--- src/design/ggdc_pkg.sv ---
package ggdc_pkg;

   localparam int CORDIC_STEPS = 16;
   localparam int FRAC_BITS    = 4;
   localparam int GUARD_BITS   = 8;
   localparam int ANG_FRAC     = 16;
   localparam int INV_GAIN_Q16 = 39797;

   localparam int CMD_W      = 2;
   localparam int POS_W      = 12;
   localparam int HEAD_W     = 9;
   localparam int LIN_W      = 7;
   localparam int TURN_W     = 8;
   localparam int GAIN_W     = 16;
   localparam int SPEED_W    = 7;
   localparam int STATUS_W   = 3;
   localparam int CSR_IDX_W  = 3;
   localparam int CSR_DATA_W = 16;

   localparam int DX_W       = POS_W + 1;
   localparam int XY_W       = DX_W + FRAC_BITS + GUARD_BITS + 3;
   localparam int Z_W        = 26;
   localparam int ATAN_W     = 22;
   localparam int ATAN_IDX_W = 5;
   localparam int CNT_W      = $clog2(CORDIC_STEPS);
   localparam int MB_W       = GAIN_W + 1;
   localparam int PROD_W     = XY_W + MB_W;
   localparam int DIST_W     = DX_W + FRAC_BITS;
   localparam int ERR_W      = FRAC_BITS + 11;
   localparam int V_W        = FRAC_BITS + LIN_W + 1;
   localparam int W_W        = FRAC_BITS + TURN_W + 1;
   localparam int WH_W       = FRAC_BITS + 11;

   localparam int MAG_SHIFT  = ANG_FRAC + GUARD_BITS;
   localparam int ANG_SHIFT  = ANG_FRAC - FRAC_BITS;
   localparam int GAIN_SHIFT = 8;
   localparam int HALF_TURN  = 180 * (1 << FRAC_BITS);
   localparam int FULL_TURN  = 360 * (1 << FRAC_BITS);
   localparam int WHEEL_LIM  = 200 * (1 << FRAC_BITS);
   localparam int QUARTER_Z  = 90 * (1 << ANG_FRAC);

   localparam logic [CMD_W-1:0] CMD_POSE  = 2'd0;
   localparam logic [CMD_W-1:0] CMD_ARM   = 2'd1;
   localparam logic [CMD_W-1:0] CMD_CLEAR = 2'd2;

   localparam logic [CSR_IDX_W-1:0] REG_MAX_LIN   = 3'd0;
   localparam logic [CSR_IDX_W-1:0] REG_MAX_TURN  = 3'd1;
   localparam logic [CSR_IDX_W-1:0] REG_DIST_GAIN = 3'd2;
   localparam logic [CSR_IDX_W-1:0] REG_HEAD_GAIN = 3'd3;
   localparam logic [CSR_IDX_W-1:0] REG_GOAL_X    = 3'd4;
   localparam logic [CSR_IDX_W-1:0] REG_GOAL_Y    = 3'd5;
   localparam logic [CSR_IDX_W-1:0] REG_STOP_RAD  = 3'd6;

   typedef enum logic [STATUS_W-1:0] {
      STAT_NO_GOAL = 3'd0,
      STAT_OFF_MAT = 3'd1,
      STAT_ARRIVED = 3'd2,
      STAT_DRIVING = 3'd3,
      STAT_ACK     = 3'd4
   } status_type;

   typedef enum logic [3:0] {
      ST_IDLE,
      ST_CORDIC,
      ST_MAG,
      ST_CHECK,
      ST_WRAP,
      ST_VMUL,
      ST_WMUL,
      ST_MIX,
      ST_DONE
   } state_type;

   typedef struct packed {
      logic [LIN_W-1:0]  max_linear_speed;
      logic [TURN_W-1:0] max_turn_rate;
      logic [GAIN_W-1:0] distance_gain;
      logic [GAIN_W-1:0] heading_gain;
      logic [POS_W-1:0]  goal_x;
      logic [POS_W-1:0]  goal_y;
      logic [POS_W-1:0]  stop_radius;
   } cfg_type;

   typedef struct packed {
      logic                   done;
      logic signed [XY_W-1:0] x_mag;
      logic signed [Z_W-1:0]  z_ang;
   } cordic_res_type;

   // atan(2^-i) in degrees, q16
   function automatic logic [ATAN_W-1:0] atan_q16(input logic [ATAN_IDX_W-1:0] idx);
      logic [ATAN_W-1:0] val;
      begin
         case (idx)
            5'd0:  val = 22'd2949120;
            5'd1:  val = 22'd1740967;
            5'd2:  val = 22'd919879;
            5'd3:  val = 22'd466945;
            5'd4:  val = 22'd234379;
            5'd5:  val = 22'd117304;
            5'd6:  val = 22'd58666;
            5'd7:  val = 22'd29335;
            5'd8:  val = 22'd14668;
            5'd9:  val = 22'd7334;
            5'd10: val = 22'd3667;
            5'd11: val = 22'd1833;
            5'd12: val = 22'd917;
            5'd13: val = 22'd458;
            5'd14: val = 22'd229;
            5'd15: val = 22'd115;
            5'd16: val = 22'd57;
            5'd17: val = 22'd29;
            5'd18: val = 22'd14;
            5'd19: val = 22'd7;
            5'd20: val = 22'd4;
            5'd21: val = 22'd2;
            5'd22: val = 22'd1;
            default: val = 22'd0;
         endcase
         return val;
      end
   endfunction

endpackage

--- src/design/ggdc_if.sv ---
interface ggdc_req_if;
   logic                         valid;
   logic                         ready;
   logic [ggdc_pkg::CMD_W-1:0]   command;
   logic [ggdc_pkg::POS_W-1:0]   pos_x;
   logic [ggdc_pkg::POS_W-1:0]   pos_y;
   logic [ggdc_pkg::HEAD_W-1:0]  heading_deg;
   logic                         on_mat;

   modport source(output valid, command, pos_x, pos_y, heading_deg, on_mat, input ready);
   modport sink(input valid, command, pos_x, pos_y, heading_deg, on_mat, output ready);
endinterface

interface ggdc_rsp_if;
   logic                          valid;
   logic                          ready;
   logic [ggdc_pkg::STATUS_W-1:0] status;
   logic                          left_forward;
   logic [ggdc_pkg::SPEED_W-1:0]  left_mag;
   logic                          right_forward;
   logic [ggdc_pkg::SPEED_W-1:0]  right_mag;

   modport source(output valid, status, left_forward, left_mag, right_forward,
                  right_mag, input ready);
   modport sink(input valid, status, left_forward, left_mag, right_forward,
                right_mag, output ready);
endinterface

interface ggdc_csr_if;
   logic                            valid;
   logic                            ready;
   logic [ggdc_pkg::CSR_IDX_W-1:0]  index;
   logic [ggdc_pkg::CSR_DATA_W-1:0] data;

   modport source(output valid, index, data, input ready);
   modport sink(input valid, index, data, output ready);
endinterface

--- src/design/go_to_goal_diff_drive_controller_unit.sv ---
// channel   dir   handshake           payload
// req_bus   in    valid/ready         command, pos_x, pos_y, heading_deg, on_mat
// rsp_bus   out   valid/ready         status, left/right forward, left/right mag
// csr_bus   in    valid/ready (rdy=1) index, data
//
// commands, no-goal and off-mat poses set the result at accept and go straight to the load
// an arrived pose runs 16 steps of the cordic shift-add unit and one multiplier pass; a
// driving pose adds 1 to 3 heading wrap steps and two more passes through the multiplier
// the next request is taken the cycle after the load, and while a result waits on
// rsp_bus; a second finished result stalls the input until the first is accepted
// reset (synchronous, active high) clears goal flag, sequencer, result valid; sets csr defaults
module go_to_goal_diff_drive_controller_unit (
   input  logic        clock,
   input  logic        reset,
   ggdc_req_if.sink    req_bus,
   ggdc_rsp_if.source  rsp_bus,
   ggdc_csr_if.sink    csr_bus
);

   localparam int FB     = ggdc_pkg::FRAC_BITS;
   localparam int XY_W   = ggdc_pkg::XY_W;
   localparam int Z_W    = ggdc_pkg::Z_W;
   localparam int MB_W   = ggdc_pkg::MB_W;
   localparam int PROD_W = ggdc_pkg::PROD_W;
   localparam int DIST_W = ggdc_pkg::DIST_W;
   localparam int ERR_W  = ggdc_pkg::ERR_W;
   localparam int V_W    = ggdc_pkg::V_W;
   localparam int W_W    = ggdc_pkg::W_W;
   localparam int WH_W   = ggdc_pkg::WH_W;
   localparam int SP_W   = ggdc_pkg::SPEED_W;

   localparam logic signed [PROD_W-1:0] MAG_HALF  = PROD_W'(1) <<< (ggdc_pkg::MAG_SHIFT - 1);
   localparam logic signed [PROD_W-1:0] GAIN_HALF = PROD_W'(1) <<< (ggdc_pkg::GAIN_SHIFT - 1);
   localparam logic signed [Z_W-1:0]    ANG_HALF  = Z_W'(1) <<< (ggdc_pkg::ANG_SHIFT - 1);
   localparam logic signed [ERR_W-1:0]  ERR_HALF  = ERR_W'(ggdc_pkg::HALF_TURN);
   localparam logic signed [ERR_W-1:0]  ERR_FULL  = ERR_W'(ggdc_pkg::FULL_TURN);
   localparam logic signed [WH_W-1:0]   WH_LIM    = WH_W'(ggdc_pkg::WHEEL_LIM);
   localparam logic signed [MB_W-1:0]   INV_GAIN  = MB_W'(ggdc_pkg::INV_GAIN_Q16);

   ggdc_pkg::cfg_type        cfg;
   ggdc_pkg::cordic_res_type cres;

   ggdc_pkg::state_type      state_ff, state_in;
   logic                     armed_ff, armed_in;
   logic [ggdc_pkg::HEAD_W-1:0] hd_ff, hd_in;
   logic signed [PROD_W-1:0] prod_ff, prod_in;
   logic [DIST_W-1:0]        dist_ff, dist_in;
   logic signed [ERR_W-1:0]  err_ff, err_in;
   logic signed [V_W-1:0]    v_ff, v_in;
   ggdc_pkg::status_type     res_status_ff, res_status_in;
   logic                     res_lf_ff, res_lf_in;
   logic [SP_W-1:0]          res_ls_ff, res_ls_in;
   logic                     res_rf_ff, res_rf_in;
   logic [SP_W-1:0]          res_rs_ff, res_rs_in;
   logic                     out_valid_ff, out_valid_in;
   ggdc_pkg::status_type     out_status_ff, out_status_in;
   logic                     out_lf_ff, out_lf_in;
   logic [SP_W-1:0]          out_ls_ff, out_ls_in;
   logic                     out_rf_ff, out_rf_in;
   logic [SP_W-1:0]          out_rs_ff, out_rs_in;

   logic                     req_ready;
   logic                     req_acc;
   logic                     go_cordic;
   logic                     out_load;
   logic signed [ggdc_pkg::DX_W-1:0] dx;
   logic signed [ggdc_pkg::DX_W-1:0] dy;
   logic signed [XY_W-1:0]   mul_a;
   logic signed [MB_W-1:0]   mul_b;
   logic signed [PROD_W-1:0] mul_p;
   logic signed [PROD_W-1:0] dist_full;
   logic [DIST_W-1:0]        dist_c;
   logic [DIST_W-1:0]        stop_c;
   logic signed [Z_W-1:0]    bearing;
   logic signed [ERR_W-1:0]  hd_c;
   logic                     arrived;
   logic signed [PROD_W-1:0] scaled;
   logic signed [PROD_W-1:0] vmax_c;
   logic signed [PROD_W-1:0] wmax_c;
   logic signed [W_W-1:0]    w_c;
   logic signed [WH_W-1:0]   left2;
   logic signed [WH_W-1:0]   right2;
   logic [SP_W:0]            left_enc;
   logic [SP_W:0]            right_enc;

   function automatic logic [SP_W:0] wheel_enc(input logic signed [WH_W-1:0] val);
      logic signed [WH_W-1:0] lim;
      logic [WH_W-1:0]        mag;
      begin
         lim = val;
         if (val > WH_LIM) begin
            lim = WH_LIM;
         end else if (val < -WH_LIM) begin
            lim = -WH_LIM;
         end
         mag = lim[WH_W-1] ? WH_W'(-lim) : WH_W'(lim);
         return {!lim[WH_W-1], SP_W'(mag >> (FB + 1))};
      end
   endfunction

   ggdc_csr u_csr (
      .clock   (clock),
      .reset   (reset),
      .csr_bus (csr_bus),
      .cfg     (cfg)
   );

   assign dx = signed'(ggdc_pkg::DX_W'(cfg.goal_x) - ggdc_pkg::DX_W'(req_bus.pos_x));
   assign dy = signed'(ggdc_pkg::DX_W'(cfg.goal_y) - ggdc_pkg::DX_W'(req_bus.pos_y));

   ggdc_cordic u_cordic (
      .clock (clock),
      .reset (reset),
      .start (go_cordic),
      .dx    (dx),
      .dy    (dy),
      .res   (cres)
   );

   assign req_bus.ready         = req_ready;
   assign req_acc               = req_bus.valid && req_ready;
   assign rsp_bus.valid         = out_valid_ff;
   assign rsp_bus.status        = out_status_ff;
   assign rsp_bus.left_forward  = out_lf_ff;
   assign rsp_bus.left_mag      = out_ls_ff;
   assign rsp_bus.right_forward = out_rf_ff;
   assign rsp_bus.right_mag     = out_rs_ff;

   // shared multiplier
   always_comb begin
      case (state_ff)
         ggdc_pkg::ST_MAG: begin
            mul_a = cres.x_mag;
            mul_b = INV_GAIN;
         end
         ggdc_pkg::ST_VMUL: begin
            mul_a = signed'(XY_W'(dist_ff));
            mul_b = signed'(MB_W'(cfg.distance_gain));
         end
         ggdc_pkg::ST_WMUL: begin
            mul_a = XY_W'(err_ff);
            mul_b = signed'(MB_W'(cfg.heading_gain));
         end
         default: begin
            mul_a = '0;
            mul_b = '0;
         end
      endcase
   end

   assign mul_p = PROD_W'(mul_a) * PROD_W'(mul_b);

   assign dist_full = (prod_ff + MAG_HALF) >>> ggdc_pkg::MAG_SHIFT;
   assign dist_c    = DIST_W'(dist_full);
   assign stop_c    = DIST_W'(cfg.stop_radius) << FB;
   assign arrived   = dist_c < stop_c;
   assign bearing   = (cres.z_ang + ANG_HALF) >>> ggdc_pkg::ANG_SHIFT;
   assign hd_c      = signed'(ERR_W'(hd_ff)) <<< FB;
   assign scaled    = (prod_ff + GAIN_HALF) >>> ggdc_pkg::GAIN_SHIFT;
   assign vmax_c    = signed'(PROD_W'(cfg.max_linear_speed)) <<< FB;
   assign wmax_c    = signed'(PROD_W'(cfg.max_turn_rate)) <<< FB;

   always_comb begin
      if (scaled > wmax_c) begin
         w_c = W_W'(wmax_c);
      end else if (scaled < -wmax_c) begin
         w_c = W_W'(-wmax_c);
      end else begin
         w_c = W_W'(scaled);
      end
   end

   assign left2     = (WH_W'(v_ff) <<< 1) - WH_W'(w_c);
   assign right2    = (WH_W'(v_ff) <<< 1) + WH_W'(w_c);
   assign left_enc  = wheel_enc(left2);
   assign right_enc = wheel_enc(right2);

   // next state
   always_comb begin
      state_in = state_ff;
      case (state_ff)
         ggdc_pkg::ST_IDLE: begin
            if (go_cordic) begin
               state_in = ggdc_pkg::ST_CORDIC;
            end else if (req_acc) begin
               state_in = ggdc_pkg::ST_DONE;
            end
         end
         ggdc_pkg::ST_CORDIC: begin
            if (cres.done) begin
               state_in = ggdc_pkg::ST_MAG;
            end
         end
         ggdc_pkg::ST_MAG:   state_in = ggdc_pkg::ST_CHECK;
         ggdc_pkg::ST_CHECK: state_in = arrived ? ggdc_pkg::ST_DONE : ggdc_pkg::ST_WRAP;
         ggdc_pkg::ST_WRAP: begin
            if (err_ff <= ERR_HALF && err_ff >= -ERR_HALF) begin
               state_in = ggdc_pkg::ST_VMUL;
            end
         end
         ggdc_pkg::ST_VMUL:  state_in = ggdc_pkg::ST_WMUL;
         ggdc_pkg::ST_WMUL:  state_in = ggdc_pkg::ST_MIX;
         ggdc_pkg::ST_MIX:   state_in = ggdc_pkg::ST_DONE;
         ggdc_pkg::ST_DONE: begin
            if (out_load) begin
               state_in = ggdc_pkg::ST_IDLE;
            end
         end
         default: state_in = ggdc_pkg::ST_IDLE;
      endcase
   end

   // sequencer outputs
   always_comb begin
      req_ready = 1'b0;
      go_cordic = 1'b0;
      out_load  = 1'b0;
      case (state_ff)
         ggdc_pkg::ST_IDLE: begin
            req_ready = 1'b1;
            go_cordic = req_bus.valid && (req_bus.command == ggdc_pkg::CMD_POSE)
                        && armed_ff && req_bus.on_mat;
         end
         ggdc_pkg::ST_DONE: out_load = !out_valid_ff || rsp_bus.ready;
         default: ;
      endcase
   end

   // datapath
   always_comb begin
      armed_in      = armed_ff;
      hd_in         = hd_ff;
      prod_in       = prod_ff;
      dist_in       = dist_ff;
      err_in        = err_ff;
      v_in          = v_ff;
      res_status_in = res_status_ff;
      res_lf_in     = res_lf_ff;
      res_ls_in     = res_ls_ff;
      res_rf_in     = res_rf_ff;
      res_rs_in     = res_rs_ff;
      out_status_in = out_status_ff;
      out_lf_in     = out_lf_ff;
      out_ls_in     = out_ls_ff;
      out_rf_in     = out_rf_ff;
      out_rs_in     = out_rs_ff;
      out_valid_in  = out_valid_ff && !rsp_bus.ready;
      case (state_ff)
         ggdc_pkg::ST_IDLE: begin
            if (req_acc) begin
               hd_in     = req_bus.heading_deg;
               res_lf_in = 1'b1;
               res_ls_in = '0;
               res_rf_in = 1'b1;
               res_rs_in = '0;
               case (req_bus.command)
                  ggdc_pkg::CMD_ARM: begin
                     armed_in      = 1'b1;
                     res_status_in = ggdc_pkg::STAT_ACK;
                  end
                  ggdc_pkg::CMD_CLEAR: begin
                     armed_in      = 1'b0;
                     res_status_in = ggdc_pkg::STAT_ACK;
                  end
                  ggdc_pkg::CMD_POSE: begin
                     if (!armed_ff) begin
                        res_status_in = ggdc_pkg::STAT_NO_GOAL;
                     end else if (!req_bus.on_mat) begin
                        res_status_in = ggdc_pkg::STAT_OFF_MAT;
                     end else begin
                        res_status_in = ggdc_pkg::STAT_DRIVING;
                     end
                  end
                  default: res_status_in = ggdc_pkg::STAT_ACK;
               endcase
            end
         end
         ggdc_pkg::ST_MAG: prod_in = mul_p;
         ggdc_pkg::ST_CHECK: begin
            dist_in = dist_c;
            err_in  = ERR_W'(bearing) - hd_c;
            if (arrived) begin
               armed_in      = 1'b0;
               res_status_in = ggdc_pkg::STAT_ARRIVED;
            end
         end
         ggdc_pkg::ST_WRAP: begin
            if (err_ff > ERR_HALF) begin
               err_in = err_ff - ERR_FULL;
            end else if (err_ff < -ERR_HALF) begin
               err_in = err_ff + ERR_FULL;
            end else begin
               err_in = -err_ff;
            end
         end
         ggdc_pkg::ST_VMUL: prod_in = mul_p;
         ggdc_pkg::ST_WMUL: begin
            prod_in = mul_p;
            v_in    = (scaled > vmax_c) ? V_W'(vmax_c) : V_W'(scaled);
         end
         ggdc_pkg::ST_MIX: begin
            res_status_in = ggdc_pkg::STAT_DRIVING;
            res_lf_in     = left_enc[SP_W];
            res_ls_in     = left_enc[SP_W-1:0];
            res_rf_in     = right_enc[SP_W];
            res_rs_in     = right_enc[SP_W-1:0];
         end
         ggdc_pkg::ST_DONE: begin
            if (out_load) begin
               out_valid_in  = 1'b1;
               out_status_in = res_status_ff;
               out_lf_in     = res_lf_ff;
               out_ls_in     = res_ls_ff;
               out_rf_in     = res_rf_ff;
               out_rs_in     = res_rs_ff;
            end
         end
         default: ;
      endcase
   end

   always_ff @(posedge clock) begin
      if (reset) begin
         state_ff     <= ggdc_pkg::ST_IDLE;
         armed_ff     <= 1'b0;
         out_valid_ff <= 1'b0;
      end else begin
         state_ff     <= state_in;
         armed_ff     <= armed_in;
         out_valid_ff <= out_valid_in;
      end
      hd_ff         <= hd_in;
      prod_ff       <= prod_in;
      dist_ff       <= dist_in;
      err_ff        <= err_in;
      v_ff          <= v_in;
      res_status_ff <= res_status_in;
      res_lf_ff     <= res_lf_in;
      res_ls_ff     <= res_ls_in;
      res_rf_ff     <= res_rf_in;
      res_rs_ff     <= res_rs_in;
      out_status_ff <= out_status_in;
      out_lf_ff     <= out_lf_in;
      out_ls_ff     <= out_ls_in;
      out_rf_ff     <= out_rf_in;
      out_rs_ff     <= out_rs_in;
   end

endmodule

--- src/design/ggdc_csr.sv ---
module ggdc_csr (
   input  logic              clock,
   input  logic              reset,
   ggdc_csr_if.sink          csr_bus,
   output ggdc_pkg::cfg_type cfg
);

   ggdc_pkg::cfg_type cfg_ff;
   ggdc_pkg::cfg_type cfg_in;

   assign csr_bus.ready = 1'b1;
   assign cfg = cfg_ff;

   always_comb begin
      cfg_in = cfg_ff;
      if (csr_bus.valid) begin
         case (csr_bus.index)
            ggdc_pkg::REG_MAX_LIN:
               cfg_in.max_linear_speed = ggdc_pkg::LIN_W'(csr_bus.data);
            ggdc_pkg::REG_MAX_TURN:
               cfg_in.max_turn_rate = ggdc_pkg::TURN_W'(csr_bus.data);
            ggdc_pkg::REG_DIST_GAIN:
               cfg_in.distance_gain = ggdc_pkg::GAIN_W'(csr_bus.data);
            ggdc_pkg::REG_HEAD_GAIN:
               cfg_in.heading_gain = ggdc_pkg::GAIN_W'(csr_bus.data);
            ggdc_pkg::REG_GOAL_X:
               cfg_in.goal_x = ggdc_pkg::POS_W'(csr_bus.data);
            ggdc_pkg::REG_GOAL_Y:
               cfg_in.goal_y = ggdc_pkg::POS_W'(csr_bus.data);
            ggdc_pkg::REG_STOP_RAD:
               cfg_in.stop_radius = ggdc_pkg::POS_W'(csr_bus.data);
            default: ;
         endcase
      end
   end

   always_ff @(posedge clock) begin
      if (reset) begin
         cfg_ff.max_linear_speed <= ggdc_pkg::LIN_W'(100);
         cfg_ff.max_turn_rate    <= ggdc_pkg::TURN_W'(100);
         cfg_ff.distance_gain    <= ggdc_pkg::GAIN_W'(256);
         cfg_ff.heading_gain     <= ggdc_pkg::GAIN_W'(256);
         cfg_ff.goal_x           <= '0;
         cfg_ff.goal_y           <= '0;
         cfg_ff.stop_radius      <= ggdc_pkg::POS_W'(10);
      end else begin
         cfg_ff <= cfg_in;
      end
   end

endmodule

--- src/design/ggdc_cordic.sv ---
module ggdc_cordic (
   input  logic                                clock,
   input  logic                                reset,
   input  logic                                start,
   input  logic signed [ggdc_pkg::DX_W-1:0]    dx,
   input  logic signed [ggdc_pkg::DX_W-1:0]    dy,
   output ggdc_pkg::cordic_res_type            res
);

   localparam int XY_W  = ggdc_pkg::XY_W;
   localparam int Z_W   = ggdc_pkg::Z_W;
   localparam int CNT_W = ggdc_pkg::CNT_W;
   localparam int PRE   = ggdc_pkg::FRAC_BITS + ggdc_pkg::GUARD_BITS;
   localparam logic signed [Z_W-1:0] Z_QUARTER = Z_W'(ggdc_pkg::QUARTER_Z);

   logic                    busy_ff, busy_in;
   logic                    done_ff, done_in;
   logic                    zero_ff, zero_in;
   logic [CNT_W-1:0]        cnt_ff, cnt_in;
   logic signed [XY_W-1:0]  x_ff, x_in;
   logic signed [XY_W-1:0]  y_ff, y_in;
   logic signed [Z_W-1:0]   z_ff, z_in;

   logic signed [XY_W-1:0]  x0;
   logic signed [XY_W-1:0]  y0;
   logic signed [XY_W-1:0]  xs;
   logic signed [XY_W-1:0]  ys;
   logic signed [Z_W-1:0]   dz;

   assign x0 = XY_W'(dx) <<< PRE;
   assign y0 = XY_W'(dy) <<< PRE;
   assign xs = x_ff >>> cnt_ff;
   assign ys = y_ff >>> cnt_ff;
   assign dz = signed'(Z_W'(ggdc_pkg::atan_q16(ggdc_pkg::ATAN_IDX_W'(cnt_ff))));

   assign res.done  = done_ff;
   assign res.x_mag = x_ff;
   assign res.z_ang = z_ff;

   always_comb begin
      busy_in = busy_ff;
      done_in = 1'b0;
      zero_in = zero_ff;
      cnt_in  = cnt_ff;
      x_in    = x_ff;
      y_in    = y_ff;
      z_in    = z_ff;
      if (start) begin
         busy_in = 1'b1;
         cnt_in  = '0;
         zero_in = (dx == '0) && (dy == '0);
         x_in    = x0;
         y_in    = y0;
         z_in    = '0;
         // rotate into the right half plane first
         if (dx[ggdc_pkg::DX_W-1]) begin
            if (!dy[ggdc_pkg::DX_W-1]) begin
               x_in = y0;
               y_in = -x0;
               z_in = Z_QUARTER;
            end else begin
               x_in = -y0;
               y_in = x0;
               z_in = -Z_QUARTER;
            end
         end
      end else if (busy_ff) begin
         if (!y_ff[XY_W-1]) begin
            x_in = x_ff + ys;
            y_in = y_ff - xs;
            if (!zero_ff) begin
               z_in = z_ff + dz;
            end
         end else begin
            x_in = x_ff - ys;
            y_in = y_ff + xs;
            if (!zero_ff) begin
               z_in = z_ff - dz;
            end
         end
         cnt_in = cnt_ff + 1'b1;
         if (cnt_ff == CNT_W'(ggdc_pkg::CORDIC_STEPS - 1)) begin
            busy_in = 1'b0;
            done_in = 1'b1;
         end
      end
   end

   always_ff @(posedge clock) begin
      if (reset) begin
         busy_ff <= 1'b0;
         done_ff <= 1'b0;
         zero_ff <= 1'b0;
         cnt_ff  <= '0;
      end else begin
         busy_ff <= busy_in;
         done_ff <= done_in;
         zero_ff <= zero_in;
         cnt_ff  <= cnt_in;
      end
      x_ff <= x_in;
      y_ff <= y_in;
      z_ff <= z_in;
   end

endmodule
--- src/flat_wrapper.sv ---
// flat-port wrapper written by rule: the top's interface ports become plain ports
module go_to_goal_diff_drive_controller_unit_flat 
  (clock, reset, req_bus_valid, req_bus_command, req_bus_pos_x, req_bus_pos_y, req_bus_heading_deg, req_bus_on_mat, req_bus_ready, rsp_bus_valid, rsp_bus_status, rsp_bus_left_forward, rsp_bus_left_mag, rsp_bus_right_forward, rsp_bus_right_mag, rsp_bus_ready, csr_bus_valid, csr_bus_index, csr_bus_data, csr_bus_ready);
  ggdc_req_if req_bus_i ();
  ggdc_rsp_if rsp_bus_i ();
  ggdc_csr_if csr_bus_i ();
  input  logic clock;
  input  logic reset;
  input wire logic [$bits(req_bus_i.valid)-1:0] req_bus_valid;
  input wire logic [$bits(req_bus_i.command)-1:0] req_bus_command;
  input wire logic [$bits(req_bus_i.pos_x)-1:0] req_bus_pos_x;
  input wire logic [$bits(req_bus_i.pos_y)-1:0] req_bus_pos_y;
  input wire logic [$bits(req_bus_i.heading_deg)-1:0] req_bus_heading_deg;
  input wire logic [$bits(req_bus_i.on_mat)-1:0] req_bus_on_mat;
  output wire logic [$bits(req_bus_i.ready)-1:0] req_bus_ready;
  output wire logic [$bits(rsp_bus_i.valid)-1:0] rsp_bus_valid;
  output wire logic [$bits(rsp_bus_i.status)-1:0] rsp_bus_status;
  output wire logic [$bits(rsp_bus_i.left_forward)-1:0] rsp_bus_left_forward;
  output wire logic [$bits(rsp_bus_i.left_mag)-1:0] rsp_bus_left_mag;
  output wire logic [$bits(rsp_bus_i.right_forward)-1:0] rsp_bus_right_forward;
  output wire logic [$bits(rsp_bus_i.right_mag)-1:0] rsp_bus_right_mag;
  input wire logic [$bits(rsp_bus_i.ready)-1:0] rsp_bus_ready;
  input wire logic [$bits(csr_bus_i.valid)-1:0] csr_bus_valid;
  input wire logic [$bits(csr_bus_i.index)-1:0] csr_bus_index;
  input wire logic [$bits(csr_bus_i.data)-1:0] csr_bus_data;
  output wire logic [$bits(csr_bus_i.ready)-1:0] csr_bus_ready;
  assign req_bus_i.valid = req_bus_valid;
  assign req_bus_i.command = req_bus_command;
  assign req_bus_i.pos_x = req_bus_pos_x;
  assign req_bus_i.pos_y = req_bus_pos_y;
  assign req_bus_i.heading_deg = req_bus_heading_deg;
  assign req_bus_i.on_mat = req_bus_on_mat;
  assign req_bus_ready = req_bus_i.ready;
  assign rsp_bus_valid = rsp_bus_i.valid;
  assign rsp_bus_status = rsp_bus_i.status;
  assign rsp_bus_left_forward = rsp_bus_i.left_forward;
  assign rsp_bus_left_mag = rsp_bus_i.left_mag;
  assign rsp_bus_right_forward = rsp_bus_i.right_forward;
  assign rsp_bus_right_mag = rsp_bus_i.right_mag;
  assign rsp_bus_i.ready = rsp_bus_ready;
  assign csr_bus_i.valid = csr_bus_valid;
  assign csr_bus_i.index = csr_bus_index;
  assign csr_bus_i.data = csr_bus_data;
  assign csr_bus_ready = csr_bus_i.ready;
  go_to_goal_diff_drive_controller_unit u_core (.clock(clock), .reset(reset), .req_bus(req_bus_i), .rsp_bus(rsp_bus_i), .csr_bus(csr_bus_i));
endmodule
--- config.mk ---
export PLATFORM = sky130hd
export DESIGN_NAME = go_to_goal_diff_drive_controller_unit_flat
export DESIGN_NICKNAME = d
export VERILOG_FILES = /design/src/design/ggdc_pkg.sv /design/src/design/ggdc_if.sv /design/src/design/go_to_goal_diff_drive_controller_unit.sv /design/src/design/ggdc_csr.sv /design/src/design/ggdc_cordic.sv /design/src/flat_wrapper.sv
export SDC_FILE = /design/constraint.sdc
export NUM_CORES = 2
export LEC_CHECK = 0
export ABC_AREA = 1
export BUFFER_PORTS_ARGS = -buffer_cell sky130_fd_sc_hd__clkbuf_2
export CAP_MARGIN = 5
export CORE_MARGIN = 2
export CORE_UTILIZATION = 35
export CTS_CLUSTER_DIAMETER = 80
export CTS_CLUSTER_SIZE = 30
export DETAILED_ROUTE_END_ITERATION = 10
export HOLD_SLACK_MARGIN = 0.03
export SYNTH_ARGS = -nofsm -noshare
export SYNTH_HDL_FRONTEND = slang
export SYNTH_SLANG_ARGS = --single-unit
--- constraint.sdc ---
create_clock -name clock -period 15.2 [get_ports clock]
set_input_delay 0 -clock clock [delete_from_list [all_inputs] [get_ports clock]]
set_output_delay 0 -clock clock [all_outputs]
set_load 0.03 [all_outputs]
==> metrics.md <==
| Metric | Value |
|---|---|
| Compound-Gate Fraction of Synth Area | `between 10% and 20%` |
| Largest family of logic cells by synthesized area | `adder cells` |
| Cell variety after synth | `71` |
| Vias in the first global route | `approximately 37000` |
| Seq cells post-synth | `~330` |
| Row count | `approximately 130` |
| Post-synthesis mux area share | `0.440%` |
| CTS Buffer Depth | `3` |
| R2r setup slk | `between 6 and 7 ns` |
| Peak VDD IR | `just over 0.00009 V` |
| Worst-case reg-to-reg path depth | `27` |
| Fmax | `117 MHz` |
| Cell Area, Synth | `between 40000 and 50000 sq um` |
| Mapped Cells | `5743` |
| Synth Area in Simple Gates | `18.8%` |
| H-tree levels | `1` |
| R2R Path End | `u_core.prod_ff[42]` |
| Share of the core filled with cells | `38.3%` |
| Top cell by count, worst path | `fa_1` |
| Die ar. | `126000 sq um` |
| Post-CTS setup buffers | `0` |
| Signal arrival time at the worst endpoint | `about 8.9 ns` |
| Post-synth EDFFs | `211` |
| Worst setup path start | `u_core.state_ff[2]` |
| Worst slew pin tran | `approximately 1.2 ns` |
| Worst setup EP type | `flop` |
| Die width | `355 um` |
| Fraction of registers with async set/reset | `0%` |
| XOR/XNOR share of the synthesized area | `5.11%` |
| Antenna Nets Post-Route | `0` |
| Worst slew margin relative to its limit | `21.6%` |
| Reg clk slew, reported paths | `0.12 ns` |
| Gr ovfl total | `0` |
| Share of layout cells above drive strength 1 | `5.00%` |
| Slew Limit Fails | `0` |
| Most common cell after layout, fill and taps aside | `inv_1` |
| Final setup violation count | `0` |
| Buffers and inverters on the worst path | `6` |
| Cell Pwr Density | `44.0 nW/um^2` |
| Root cell of the clock tree | `clkbuf_16` |
| Critical path's largest stage delay | `0.76 ns` |
| Total number of vias | `36900` |
| Initial core utilization | `35.4%` |
| CTS resizes | `0` |
| Pre-antenna DRT Iters | `6` |
| Filler cells | `12800` |
| Nets | `6619` |
| Final Hold Viols | `0` |
| Worst endpoint required time | `between 15 and 20 ns` |
| Post-Place Cell Area | `around 45000 sq um` |
| TritonCTS clock tree | `yes` |
| CP delay by family, top | `adder cells` |
| Ys flop type | `edfxtp_1` |
| Syn_nets | `roughly 6600` |
| Worst path slowest cell | `o21ai_1` |
| Vias/cell | `4.98` |
| Synth-to-layout area growth | `8.34%` |
| DP HPWL | `102000 um` |
| Fin crit share | `56.3%` |
| Worst r2r src | `u_core.state_ff[2]` |
| Worst setup path class | `reg2reg` |
| Diode count | `0` |
| Initial antenna violation count | `1` |
| Pleak | `22.9 nW` |
| Max cap viols | `0` |
| Sequential area share after synthesis | `between 20% and 30%` |
| First-pass GRT wire length | `~200000 um` |
| Synthesis Warnings | `0` |
| Die Y-Extent | `355 um` |
| Drt initial violations | `approximately 3000` |
| Stages on worst setup path | `27` |
| Crit path launch type | `flop` |
| Hold Path Class | `in2reg` |
| Worst-path maximum fanout | `29` |
| DRC viols | `0` |
| Total CTS buffers | `24` |
| Clock Skews | `0.0390 ns` |
| Core ar. | `122000 sq um` |
| Largest net degree at the start of global routing | `86` |
| Setup TNS | `0 ns` |
| Unrepaired setup endpoints after global routing | `false` |
| Cell area after layout | `46800 sq um` |
| Post-Synth Adder-Cell Area | `between 30% and 40%` |
| Worst-skew pair later-pin latency | `0.62 ns` |
| Syn avg cell area | `7.52 sq um` |
| Min Clock Period, post-route | `8.55 ns` |
| Aggregate global-route resource usage | `20.0%` |
| Status | `finished clean` |
| Final RePlAce weighted congestion | `0.905` |
| Most frequent cells in the layout | `inv_1, nand2_1, fa_1, o21ai_0, nor2_1` |
| WL final | `126000 um` |
| Worst setup path end | `u_core.prod_ff[42]` |
| IO buf count | `80` |
| Clock tree sinks | `329` |
| I/O pin total | `82` |
| WL/cell | `17.0 um` |
timing repair:
action	in CTS	in global routing
hold buffers	42	0
endpoints found under the hold margin	106	0
setup endpoints to repair	0	0
cell families after synthesis:
| family | after synthesis |
|---|---|
| AO/OA/AOI/OAI | 1021 |
| adder cells (fa/ha/maj) | 777 |
| XOR/XNOR | 252 |
| other | 1 |
| buffers and inverters | 1395 |
| flip-flops | 329 |
| AND/OR/NAND/NOR | 1949 |
| multiplexers | 19 |
synthesized netlist by cell type (8+ instances only):
cell | count | share of area, %
a211oi_1 | 9 | 0.16
a21o_1 | 10 | 0.17
a21oi_1 | 344 | 4.0
a31oi_1 | 19 | 0.28
buf_1 | 10 | 0.087
buf_2 | 10 | 0.12
clkbuf_1 | 142 | 1.2
clkinv_1 | 10 | 0.087
dfxtp_1 | 118 | 5.5
edfxtp_1 | 211 | 15
fa_1 | 439 | 20
ha_1 | 338 | 9.8
inv_1 | 1207 | 10
inv_2 | 10 | 0.087
mux2i_1 | 19 | 0.44
nand2_1 | 1193 | 10
nand2_2 | 16 | 0.23
nand3_1 | 113 | 1.3
nand4_1 | 38 | 0.55
nor2_1 | 418 | 3.6
nor3_1 | 78 | 0.90
nor3_2 | 8 | 0.19
nor4_1 | 15 | 0.22
o211ai_1 | 55 | 0.96
o21a_1 | 25 | 0.43
o21ai_0 | 439 | 5.1
o21ai_1 | 17 | 0.20
o21bai_1 | 24 | 0.42
o221ai_1 | 19 | 0.39
o31ai_1 | 15 | 0.26
or2_2 | 21 | 0.30
xnor2_1 | 77 | 1.6
xor2_1 | 175 | 3.5
state kept, by name, indices dropped and copies added (netlist names), 3 cells and up:
| signal | cells |
|---|---|
| u_core.u_csr.cfg | 83 |
| u_core.u_cordic.y_ff | 28 |
| u_core.res_status_ff | 3 |
| u_core.u_cordic.z_ff | 26 |
| u_core.v_ff | 12 |
| u_core.u_cordic.cnt_ff | 4 |
| u_core.u_cordic.x_ff | 28 |
| u_core.rsp_bus.right_mag | 7 |
| u_core.res_rs_ff | 7 |
| u_core.dist_ff | 17 |
| u_core.prod_ff | 38 |
| u_core.u_cordic.dz | 22 |
| u_core.hd_ff | 9 |
| u_core.res_ls_ff | 7 |
| u_core.state_ff | 4 |
| u_core.rsp_bus.left_mag | 7 |
| u_core.rsp_bus.status | 3 |
| u_core.err_ff | 15 |
per-stage QoR:
| stage | setup slack, ns | hold slack [ns] | std cells | power [mW] |
|---|---|---|---|---|
| after CTS | 6.66 | 0.0640 | 7425 | 2.08 |
| after global routing | 6.04 | 0.0927 | 7425 | 2.15 |
| after floorplan | 7.94 | 0.0989 | 5743 | 1.22 |
| after global placement | 6.87 | 0.182 | 7339 | 1.30 |
| final | 6.65 | 0.108 | 7425 | 2.06 |
| after detailed placement | 6.72 | 0.180 | 7339 | 1.31 |
power by group:
part	internal, mW	switching, mW	leakage [nW]
combinational	0.107	0.201	19.5
clock	0.345	0.414	0.440
sequential	0.977	0.0128	2.92
layer usage:
metal | up-vias | routed length [um] | global-route usage, %
met5 | - | 8 | 0
met4 | 2 | 3670 | 5.68
met3 | 164 | 7570 | 2.07
met2 | 1053 | 58500 | 33.8
met1 | 17600 | 56400 | 27.1
li1 | 18200 | - | -
worst min-delay path by stage:
stage          slack, ns         endpoint                   start  cells after the start
3_5_place_dp        0.18  u_core.hd_ff[1]  req_bus_heading_deg[1]                      1
4_1_cts             0.06  u_core.hd_ff[3]  req_bus_heading_deg[3]                      2
5_1_grt             0.09  u_core.hd_ff[7]  req_bus_heading_deg[7]                      2
3_3_place_gp        0.18  u_core.hd_ff[0]  req_bus_heading_deg[0]                      1
6_report            0.11  u_core.hd_ff[6]  req_bus_heading_deg[6]                      2
2_1_floorplan        0.1  u_core.hd_ff[0]  req_bus_heading_deg[0]                      0
final cells by class:
class,instances,area [sq um],share of cell area [%]
Tap cell,1625,2030,4.34
Clock buffer,27,654,1.40
Clock inverter,17,262,0.559
Timing Repair Buffer,181,1260,2.70
Multi-Input combinational cell,4019,29300,62.6
Inverter,1227,4610,9.84
Sequential cell,329,8700,18.6
Power figures use the tool's default switching activity.
